--- config.mk ---
export PLATFORM = sky130hd
export DESIGN_NAME = accel_tap_and_orientation_detector
export DESIGN_NICKNAME = d
export VERILOG_FILES = /design/src/hdl/atod_pkg.sv /design/src/hdl/atod_ram.sv /design/src/hdl/accel_tap_and_orientation_detector.sv
export VERILOG_INCLUDE_DIRS = /design/src /design/src/hdl
export SDC_FILE = /design/constraint.sdc
export NUM_CORES = 2
export LEC_CHECK = 0
export BUFFER_PORTS_ARGS = -buffer_cell sky130_fd_sc_hd__buf_2
export CORE_MARGIN = 8
export CORE_UTILIZATION = 55
export DETAILED_ROUTE_END_ITERATION = 12
export PLACE_DENSITY_LB_ADDON = 0.2
export SYNTH_ARGS = -nofsm -noshare
export SYNTH_HDL_FRONTEND = slang
export SYNTH_HIERARCHICAL = 1
export SYNTH_SLANG_ARGS = --single-unit
export TNS_END_PERCENT = 5
--- constraint.sdc ---
create_clock -name clk -period 25.8 [get_ports clk]
set_input_delay 2.58 -clock clk [delete_from_list [all_inputs] [get_ports clk]]
set_output_delay 2.58 -clock clk [all_outputs]
set_load 0.03 [all_outputs]
--- src/hdl/accel_tap_and_orientation_detector_macros.svh ---
// assertion helpers for the tap and orientation detector
`ifndef ACCEL_TAP_AND_ORIENTATION_DETECTOR_MACROS_SVH
`define ACCEL_TAP_AND_ORIENTATION_DETECTOR_MACROS_SVH

// condition must never hold once out of reset
`define ATOD_ASSERT_NEVER(lbl, cond, msg) \
	lbl: assert property (@(posedge clk) disable iff (!arst_n) !(cond)) \
		else $error(msg);

// antecedent in one cycle implies consequent in the next
`define ATOD_ASSERT_NEXT(lbl, ante, cons, msg) \
	lbl: assert property (@(posedge clk) disable iff (!arst_n) (ante) |=> (cons)) \
		else $error(msg);

// antecedent implies consequent in the same cycle
`define ATOD_ASSERT_SAME(lbl, ante, cons, msg) \
	lbl: assert property (@(posedge clk) disable iff (!arst_n) (ante) |-> (cons)) \
		else $error(msg);

`endif

--- src/hdl/atod_pkg.sv ---
package atod_pkg;

	localparam int WINDOW_SAMPLES = 8;
	localparam int AW = (WINDOW_SAMPLES > 1) ? $clog2(WINDOW_SAMPLES) : 1;
	localparam int CNT_MAX = (WINDOW_SAMPLES + 1 > 16) ? WINDOW_SAMPLES + 1 : 16;
	localparam int CNT_W = $clog2(CNT_MAX + 1);

	localparam logic [17:0] COEF_A = 18'd55771;
	localparam logic [17:0] COEF_B = 18'd34406;
	localparam logic signed [17:0] CLAMP_LIM = 18'sd10240;

	localparam logic [2:0] REG_REQUIRED_DIFF = 3'd0;
	localparam logic [2:0] REG_STATIONARY_DIFF = 3'd1;
	localparam logic [2:0] REG_TAP_WAIT_MS = 3'd2;
	localparam logic [2:0] REG_TAP_LOCKOUT_MS = 3'd3;
	localparam logic [2:0] REG_FACE_COS_SQ = 3'd4;

	localparam logic [2:0] FACE_PX = 3'd0;
	localparam logic [2:0] FACE_PY = 3'd1;
	localparam logic [2:0] FACE_NX = 3'd2;
	localparam logic [2:0] FACE_NY = 3'd3;
	localparam logic [2:0] FACE_PZ = 3'd4;
	localparam logic [2:0] FACE_NZ = 3'd5;

	localparam logic [1:0] IND_NONE = 2'd0;
	localparam logic [1:0] IND_SINGLE = 2'd1;
	localparam logic [1:0] IND_DOUBLE = 2'd2;

	function automatic logic signed [14:0] clamp_g(input logic signed [17:0] v);
		logic signed [17:0] r;
		r = v;
		if (v > CLAMP_LIM) begin
			r = CLAMP_LIM;
		end else if (v < -CLAMP_LIM) begin
			r = -CLAMP_LIM;
		end
		return r[14:0];
	endfunction

	function automatic logic [15:0] absdiff(input logic [15:0] a, input logic [15:0] b);
		return (a > b) ? a - b : b - a;
	endfunction

endpackage

--- src/hdl/atod_ram.sv ---
module atod_ram #(
	parameter int WIDTH = 16,
	parameter int DEPTH = 8
) (
	input  logic                             clk,
	input  logic                             we,
	input  logic [$clog2(DEPTH)-1:0]         waddr,
	input  logic [WIDTH-1:0]                 wdata,
	input  logic [$clog2(DEPTH)-1:0]         raddr,
	output logic [WIDTH-1:0]                 rdata
);

	logic [WIDTH-1:0] mem_q [DEPTH];

	always_ff @(posedge clk) begin
		if (we) begin
			mem_q[waddr] <= wdata;
		end
		rdata <= mem_q[raddr];
	end

endmodule

--- src/hdl/accel_tap_and_orientation_detector.sv ---
// Tap and orientation detector for a three-axis accelerometer.
// Input channel (in_valid / in_ready): one sample per beat, accel_x/y/z in
// 1/1024 g and a millisecond timestamp now_ms. Output channel (out_valid /
// out_ready): one result beat per sample with face, the held tap_indicator
// and a one-beat double_tap flag.
// From acceptance to out_valid a sample passes 3 squares on the shared
// multiplier, 16 square-root iterations, a write and a one-entry-per-cycle
// scan of the magnitude ring memory, 4 rotation products, 3 smoothed squares
// and one threshold product. in_ready is high only while the sequencer is
// idle, so a new sample is taken on the cycle after the result is registered.
// The result sits in an output register; a stalled receiver holds it and a
// finished sample waits in its last step until the register is free.
// Reset clears all tracking state and loads the register defaults; ring
// entries not yet written read as zero through per-entry valid flags.
// Registers sit on an APB-style port at 4*index; pready is tied high.
module accel_tap_and_orientation_detector (
	input  logic               clk,
	input  logic               arst_n,
	input  logic               psel,
	input  logic               penable,
	input  logic               pwrite,
	input  logic [4:0]         paddr,
	input  logic [31:0]        pwdata,
	output logic [31:0]        prdata,
	output logic               pready,
	input  logic               in_valid,
	output logic               in_ready,
	input  logic signed [15:0] accel_x,
	input  logic signed [15:0] accel_y,
	input  logic signed [15:0] accel_z,
	input  logic [31:0]        now_ms,
	output logic               out_valid,
	input  logic               out_ready,
	output logic [2:0]         face,
	output logic [1:0]         tap_indicator,
	output logic               double_tap
);

	import atod_pkg::*;

	localparam logic [3:0] ST_IDLE = 4'd0;
	localparam logic [3:0] ST_MAG = 4'd1;
	localparam logic [3:0] ST_SQRT = 4'd2;
	localparam logic [3:0] ST_WR = 4'd3;
	localparam logic [3:0] ST_SCAN = 4'd4;
	localparam logic [3:0] ST_TAP = 4'd5;
	localparam logic [3:0] ST_ROT = 4'd6;
	localparam logic [3:0] ST_SMOOTH = 4'd7;
	localparam logic [3:0] ST_FSQ = 4'd8;
	localparam logic [3:0] ST_FM = 4'd9;
	localparam logic [3:0] ST_FACE = 4'd10;
	localparam logic [3:0] ST_DONE = 4'd11;

	logic [3:0] state_q;
	logic [CNT_W-1:0] cnt_q;

	logic [15:0] required_diff_q, stationary_diff_q, tap_wait_q, tap_lockout_q, face_cos_sq_q;

	logic signed [15:0] x_q, y_q, z_q;
	logic [31:0] now_q;

	logic signed [30:0] mul_a;
	logic signed [17:0] mul_b;
	logic signed [48:0] prod;
	logic signed [33:0] acc_q;
	logic signed [33:0] acc_sum;

	logic [31:0] n_q, res_q, bit_q, sq_sum, res_next;
	logic [15:0] mag_q, maxd_q, old_q, entry, ent_diff;

	logic [AW-1:0] ptr_q, nxt_ptr, rd_idx_q, ram_raddr;
	logic rd_pend_q;
	logic [WINDOW_SAMPLES-1:0] ring_valid_q;
	logic ram_we;
	logic [15:0] ram_rdata;

	logic [1:0] tap_count_q, indicator_q, tc_next, ind_next;
	logic [31:0] last_tap_q, elapsed;
	logic hit, dbl_next, dbl_q;

	logic signed [17:0] rx_q;
	logic signed [14:0] smooth_x_q, smooth_y_q, smooth_z_q;
	logic signed [14:0] rxc, ryc, rzc;
	logic signed [15:0] sum_x, sum_y, sum_z;
	logic [27:0] sqx_q, sqy_q, sqz_q;
	logic [29:0] m2;
	logic [45:0] fm_q;
	logic pass_x, pass_y, pass_z;
	logic [2:0] face_q;

	logic cfg_wr;

	// configuration port
	assign pready = 1'b1;
	assign cfg_wr = psel & penable & pwrite & pready;

	always_ff @(posedge clk or negedge arst_n) begin
		if (!arst_n) begin
			required_diff_q <= 16'd1024;
			stationary_diff_q <= 16'd256;
			tap_wait_q <= 16'd500;
			tap_lockout_q <= 16'd100;
			face_cos_sq_q <= 16'd58254;
		end else if (cfg_wr) begin
			case (paddr[4:2])
				REG_REQUIRED_DIFF: required_diff_q <= pwdata[15:0];
				REG_STATIONARY_DIFF: stationary_diff_q <= pwdata[15:0];
				REG_TAP_WAIT_MS: tap_wait_q <= pwdata[15:0];
				REG_TAP_LOCKOUT_MS: tap_lockout_q <= pwdata[15:0];
				REG_FACE_COS_SQ: face_cos_sq_q <= pwdata[15:0];
				default: ;
			endcase
		end
	end

	always_comb begin
		case (paddr[4:2])
			REG_REQUIRED_DIFF: prdata = {16'd0, required_diff_q};
			REG_STATIONARY_DIFF: prdata = {16'd0, stationary_diff_q};
			REG_TAP_WAIT_MS: prdata = {16'd0, tap_wait_q};
			REG_TAP_LOCKOUT_MS: prdata = {16'd0, tap_lockout_q};
			REG_FACE_COS_SQ: prdata = {16'd0, face_cos_sq_q};
			default: prdata = 32'd0;
		endcase
	end

	// shared multiplier operand selection
	always_comb begin
		mul_a = '0;
		mul_b = '0;
		case (state_q)
			ST_MAG: begin
				case (cnt_q[1:0])
					2'd0: begin
						mul_a = {{15{x_q[15]}}, x_q};
						mul_b = {{2{x_q[15]}}, x_q};
					end
					2'd1: begin
						mul_a = {{15{y_q[15]}}, y_q};
						mul_b = {{2{y_q[15]}}, y_q};
					end
					default: begin
						mul_a = {{15{z_q[15]}}, z_q};
						mul_b = {{2{z_q[15]}}, z_q};
					end
				endcase
			end
			ST_ROT: begin
				case (cnt_q[1:0])
					2'd0: begin
						mul_a = {{15{x_q[15]}}, x_q};
						mul_b = COEF_A;
					end
					2'd1: begin
						mul_a = {{15{y_q[15]}}, y_q};
						mul_b = COEF_B;
					end
					2'd2: begin
						mul_a = {{15{y_q[15]}}, y_q};
						mul_b = COEF_A;
					end
					default: begin
						mul_a = {{15{x_q[15]}}, x_q};
						mul_b = COEF_B;
					end
				endcase
			end
			ST_FSQ: begin
				case (cnt_q[1:0])
					2'd0: begin
						mul_a = {{16{smooth_x_q[14]}}, smooth_x_q};
						mul_b = {{3{smooth_x_q[14]}}, smooth_x_q};
					end
					2'd1: begin
						mul_a = {{16{smooth_y_q[14]}}, smooth_y_q};
						mul_b = {{3{smooth_y_q[14]}}, smooth_y_q};
					end
					default: begin
						mul_a = {{16{smooth_z_q[14]}}, smooth_z_q};
						mul_b = {{3{smooth_z_q[14]}}, smooth_z_q};
					end
				endcase
			end
			ST_FM: begin
				mul_a = {1'b0, m2};
				mul_b = {2'b00, face_cos_sq_q};
			end
			default: ;
		endcase
	end

	assign prod = mul_a * mul_b;
	assign acc_sum = acc_q + $signed(prod[33:0]);

	// square root step
	assign sq_sum = res_q + bit_q;
	assign res_next = (n_q >= sq_sum) ? ((res_q >> 1) + bit_q) : (res_q >> 1);

	// magnitude ring
	assign nxt_ptr = (ptr_q == AW'(WINDOW_SAMPLES - 1)) ? '0 : ptr_q + 1'b1;
	assign ram_we = (state_q == ST_WR);
	assign ram_raddr = cnt_q[AW-1:0];

	atod_ram #(
		.WIDTH(16),
		.DEPTH(WINDOW_SAMPLES)
	) u_ring (
		.clk(clk),
		.we(ram_we),
		.waddr(ptr_q),
		.wdata(mag_q),
		.raddr(ram_raddr),
		.rdata(ram_rdata)
	);

	assign entry = ring_valid_q[rd_idx_q] ? ram_rdata : 16'd0;
	assign ent_diff = absdiff(entry, mag_q);

	// tap decision
	always_comb begin
		elapsed = now_q - last_tap_q;
		tc_next = (elapsed > {16'd0, tap_wait_q}) ? 2'd0 : tap_count_q;
		hit = 1'b0;
		ind_next = indicator_q;
		dbl_next = 1'b0;
		if (elapsed > {16'd0, tap_lockout_q}) begin
			if (maxd_q > required_diff_q && absdiff(old_q, mag_q) < stationary_diff_q) begin
				hit = 1'b1;
				tc_next = tc_next + 2'd1;
			end
			if (tc_next == 2'd2) begin
				ind_next = IND_DOUBLE;
				tc_next = 2'd0;
				dbl_next = 1'b1;
			end else if (tc_next == 2'd1) begin
				ind_next = IND_SINGLE;
			end else begin
				ind_next = IND_NONE;
			end
		end
	end

	// rotation, clamp and smoothing
	assign rxc = clamp_g(rx_q);
	assign ryc = clamp_g($signed(acc_q[33:16]));
	assign rzc = clamp_g({{2{z_q[15]}}, z_q});
	assign sum_x = {smooth_x_q[14], smooth_x_q} + {rxc[14], rxc};
	assign sum_y = {smooth_y_q[14], smooth_y_q} + {ryc[14], ryc};
	assign sum_z = {smooth_z_q[14], smooth_z_q} + {rzc[14], rzc};

	// face test
	assign m2 = {2'b00, sqx_q} + {2'b00, sqy_q} + {2'b00, sqz_q};
	assign pass_x = (smooth_x_q != '0) && ({2'b00, sqx_q, 16'd0} > fm_q);
	assign pass_y = (smooth_y_q != '0) && ({2'b00, sqy_q, 16'd0} > fm_q);
	assign pass_z = (smooth_z_q != '0) && ({2'b00, sqz_q, 16'd0} > fm_q);

	assign in_ready = (state_q == ST_IDLE);

	always_ff @(posedge clk or negedge arst_n) begin
		if (!arst_n) begin
			state_q <= ST_IDLE;
			cnt_q <= '0;
			ptr_q <= '0;
			ring_valid_q <= '0;
			rd_pend_q <= 1'b0;
			tap_count_q <= 2'd0;
			indicator_q <= IND_NONE;
			last_tap_q <= 32'd0;
			smooth_x_q <= '0;
			smooth_y_q <= '0;
			smooth_z_q <= '0;
			face_q <= FACE_PX;
			dbl_q <= 1'b0;
			out_valid <= 1'b0;
		end else begin
			if (out_valid && out_ready && state_q != ST_DONE) begin
				out_valid <= 1'b0;
			end
			case (state_q)
				ST_IDLE: begin
					if (in_valid) begin
						state_q <= ST_MAG;
						cnt_q <= '0;
					end
				end
				ST_MAG: begin
					cnt_q <= cnt_q + 1'b1;
					if (cnt_q == CNT_W'(2)) begin
						state_q <= ST_SQRT;
						cnt_q <= '0;
					end
				end
				ST_SQRT: begin
					cnt_q <= cnt_q + 1'b1;
					if (cnt_q == CNT_W'(15)) begin
						state_q <= ST_WR;
					end
				end
				ST_WR: begin
					ring_valid_q[ptr_q] <= 1'b1;
					rd_pend_q <= 1'b0;
					cnt_q <= '0;
					state_q <= ST_SCAN;
				end
				ST_SCAN: begin
					rd_pend_q <= (cnt_q < CNT_W'(WINDOW_SAMPLES));
					cnt_q <= cnt_q + 1'b1;
					if (cnt_q == CNT_W'(WINDOW_SAMPLES)) begin
						state_q <= ST_TAP;
					end
				end
				ST_TAP: begin
					tap_count_q <= tc_next;
					indicator_q <= ind_next;
					dbl_q <= dbl_next;
					if (hit) begin
						last_tap_q <= now_q;
					end
					ptr_q <= nxt_ptr;
					cnt_q <= '0;
					state_q <= ST_ROT;
				end
				ST_ROT: begin
					cnt_q <= cnt_q + 1'b1;
					if (cnt_q == CNT_W'(3)) begin
						state_q <= ST_SMOOTH;
					end
				end
				ST_SMOOTH: begin
					smooth_x_q <= sum_x[15:1];
					smooth_y_q <= sum_y[15:1];
					smooth_z_q <= sum_z[15:1];
					cnt_q <= '0;
					state_q <= ST_FSQ;
				end
				ST_FSQ: begin
					cnt_q <= cnt_q + 1'b1;
					if (cnt_q == CNT_W'(2)) begin
						state_q <= ST_FM;
					end
				end
				ST_FM: begin
					state_q <= ST_FACE;
				end
				ST_FACE: begin
					if (pass_x) begin
						face_q <= smooth_x_q[14] ? FACE_NX : FACE_PX;
					end else if (pass_y) begin
						face_q <= smooth_y_q[14] ? FACE_NY : FACE_PY;
					end else if (pass_z) begin
						face_q <= smooth_z_q[14] ? FACE_NZ : FACE_PZ;
					end
					state_q <= ST_DONE;
				end
				ST_DONE: begin
					if (!out_valid || out_ready) begin
						out_valid <= 1'b1;
						state_q <= ST_IDLE;
					end
				end
				default: begin
					state_q <= ST_IDLE;
				end
			endcase
		end
	end

	// datapath registers
	always_ff @(posedge clk) begin
		case (state_q)
			ST_IDLE: begin
				if (in_valid) begin
					x_q <= accel_x;
					y_q <= accel_y;
					z_q <= accel_z;
					now_q <= now_ms;
					acc_q <= '0;
				end
			end
			ST_MAG: begin
				acc_q <= acc_sum;
				if (cnt_q == CNT_W'(2)) begin
					n_q <= acc_sum[31:0];
					res_q <= 32'd0;
					bit_q <= 32'h4000_0000;
				end
			end
			ST_SQRT: begin
				if (n_q >= sq_sum) begin
					n_q <= n_q - sq_sum;
				end
				res_q <= res_next;
				bit_q <= bit_q >> 2;
				if (cnt_q == CNT_W'(15)) begin
					mag_q <= res_next[15:0];
				end
			end
			ST_WR: begin
				maxd_q <= 16'd0;
				old_q <= 16'd0;
			end
			ST_SCAN: begin
				rd_idx_q <= ram_raddr;
				if (rd_pend_q) begin
					if (ent_diff > maxd_q) begin
						maxd_q <= ent_diff;
					end
					if (rd_idx_q == nxt_ptr) begin
						old_q <= entry;
					end
				end
			end
			ST_TAP: begin
				acc_q <= 34'sd32768;
			end
			ST_ROT: begin
				case (cnt_q[1:0])
					2'd0: acc_q <= acc_sum;
					2'd1: acc_q <= acc_q - $signed(prod[33:0]);
					2'd2: begin
						rx_q <= $signed(acc_q[33:16]);
						acc_q <= 34'sd32768 + $signed(prod[33:0]);
					end
					default: acc_q <= acc_sum;
				endcase
			end
			ST_FSQ: begin
				case (cnt_q[1:0])
					2'd0: sqx_q <= prod[27:0];
					2'd1: sqy_q <= prod[27:0];
					default: sqz_q <= prod[27:0];
				endcase
			end
			ST_FM: begin
				fm_q <= prod[45:0];
			end
			ST_DONE: begin
				if (!out_valid || out_ready) begin
					face <= face_q;
					tap_indicator <= indicator_q;
					double_tap <= dbl_q;
				end
			end
			default: ;
		endcase
	end

	`include "accel_tap_and_orientation_detector_macros.svh"

	`ATOD_ASSERT_NEVER(a_tap_count_settled, tap_count_q[1], "stored tap count above one")
	`ATOD_ASSERT_NEVER(a_indicator_code, indicator_q == 2'd3, "tap indicator holds an unused code")
	`ATOD_ASSERT_SAME(a_double_ind, out_valid && double_tap, tap_indicator == IND_DOUBLE, "double tap beat without double indicator")
	`ATOD_ASSERT_NEXT(a_busy_after_accept, in_valid && in_ready, !in_ready, "sequencer ready again right after accepting a sample")

endmodule
==> metrics.csv <==
metric;value;unit
drive_above_1_share;0.08840;
tns;0;ps
design_area;72550;µm²
avgRoutedWirePerCell;23.26;µm
critPathMostFrequentCell;inv_1;
row_count;128;
startpoint_type;flop;
drv_slew;2;
gp_congestion;0.9829;
area_delta_synth_final;8.233;%
synthDistinctLibCells;104;
core_area;121400;µm²
yosysWarnings;6;
ant_nets;0;
outcome;complete, but fails checks;
fmax;72.76;MHz
cts_root_buf;clkbuf_16;
grtUsageTotal;0.2970;
cap_viol_max_count;1;
final_common_cell;inv_1;
antenna_found_initial;9;
wl;199.4;mm
cts_made_buffers;83;
finalWorstPathRequiredPeriod;13740;ps
syn_inst;6774;
crit_path_end_kind;flop;
worstPathArrival;14260;ps
grt.overflow.total;0;
clkTransAtPathRegs;60;ps
cts_buffer_depth;3;
hpwlAfterDp;157.1;mm
die-area;133300;µm²
dr.pass1.iters;6;
io_pins;165;
synth_edf_count;527;
crit_slowest_cell;dfrtp_2;
path_class;flop to flop;
ctsHoldBuffers;0;
violations;capacitance limit, slew limit;
post_cts_buffers;0;
placed_area;69750;µm²
setup_viol;0;
synth-seq-cells;730;
io_buffers;129;
grt_first_pass_wirelength;304.7;mm
ys.flop_type;edfxtp_1;
yosysTopAreaCellShare;0.2361;
die_w;365.1;µm
viasPerCell;6.001;
yosysSeqAreaShare;0.3110;
initial_core_util;0.5522;
final_nets;8134;
crit_path_max_incr_delay;1080;ps
rsz0062_at_grt;no;
cts_resized;0;
hold_viol_final;0;
synth_area;67030;µm²
tightest_slew;1583;ps
finalCritPeriodShare;0.5327;
slew-limit-headroom;-0.06475;
synth_largest_area_cell;edfxtp_1;
worst-path-max-fanout;39;
drt_iter0_markers;5130;
vias;51460;
cts_sinks;730;
final_cell_mix;inv_1, nand2_1, ha_1;
htree_levels;3;
grt_pass1_vias;50850;
syn_area_per_cell;9.895;µm²
cts_tree;yes;
skew;43.77;ps
hp-class;flop to flop;
ys_top_cells_by_area;edfxtp_1, fa_1, ha_1;
synthArstFlopShare;0.2562;
cp.required;26310;ps
grt_max_degree;94;
clk_latency;710;ps
die_y;365.1;µm
drc_errors;0;
[registers in the layout (all words and copies together), names as in the netlist, 18 cells and up]
signal        cells
fm_q             46
sqy_q            28
rx_q             18
last_tap_q       32
sqx_q            28
n_q              32
acc_q            34
u_ring/mem_q    128
now_q            32
sqz_q            28
res_q            32
[layer usage]
layer / part of all wire / track usage
met4: 0.038 / 0.1005
met2: 0.45 / 0.4645
met5: 0.00014 / 0
met1: 0.41 / 0.4022
met3: 0.10 / 0.07893
[critical path, delay by kind of cell (launching register included)]
| kind | cells | cell delay [ps] |
|---|---|---|
| AND/OR/NAND/NOR | 6 | 2340 |
| AO/OA/AOI/OAI | 12 | 4190 |
| XOR/XNOR | 1 | 640 |
| buffers and inverters | 8 | 1130 |
| flip-flops | 1 | 1080 |
| adder cells (fa/ha/maj) | 9 | 4110 |
[Yosys cell counts (all sizes together) (46+ instances only)]
master,n
dfrtp,167
edfxtp,527
nor3,69
nor2,421
nand3,65
nor2b,75
clkbuf,208
buf,49
and2,125
a21o,196
nand2,650
o21bai,52
and3,46
a21oi,354
mux2i,46
xor2,111
inv,959
nand2b,55
a31oi,59
nand4,67
fa,554
ha,580
o21ai,337
mux2,107
xnor2,183
o21a,49
[logic make-up (layout without fill, tap and decap cells)]
family | Yosys count | count (layout) | synth area share
other cells | 2 | 33 | 0.0001120
fa+ha+maj | 1135 | 1135 | 0.2739
compound gates | 1469 | 1469 | 0.1434
buf+inv | 1216 | 1360 | 0.07054
flops | 730 | 730 | 0.3110
mux | 187 | 187 | 0.03952
simple gates | 1740 | 1740 | 0.1226
xor+xnor | 295 | 295 | 0.03886
[path summary, 6_finish.rpt]
kind                                            startpoint                         end  slack (ps)  cells past startpoint
max in group asynchronous                           arst_n  last_tap_q[28]$_DFFE_PN0P_       21700                      3
min in group asynchronous                           arst_n         out_valid$_DFF_PN0_        1910                      1
worst max register to register        cnt_q[0]$_DFFE_PN0P_         acc_q[32]$_DFFE_PP_       12060                     36
worst min register to register  indicator_q[1]$_DFFE_PN0P_  tap_indicator[1]$_DFFE_PP_         450                      0
worst max-delay path                  cnt_q[0]$_DFFE_PN0P_         acc_q[32]$_DFFE_PP_       12060                     36
worst min-delay path            indicator_q[1]$_DFFE_PN0P_  tap_indicator[1]$_DFFE_PP_         450                      0
[layout make-up]
cell class	count	area (µm²)
diodes	3	7.507
clock buffers	117	2350
clock inverters	38	445.4
fillers	10260	48850
inverters	959	3602
multi-input cells	4856	41730
flip-flops and latches	730	20850
well taps	1625	2033
repair buffers	246	1533
[metrics by stage]
step                utilization  std cells  hold WS, ps  setup WS, ps
global route             0.5976       8571        471.6         11460
CTS                      0.5976       8571        458.8         12360
floorplan                     -       6802        423.3         13800
finish                   0.5976       8574        454.6         12060
detailed placement       0.5745       8416        444.3         12380
global placement         0.5745       8416        440.8         12540
Power is not shown: default switching activity piles up to over one toggle a cycle in this logic, so the estimate is an artifact.
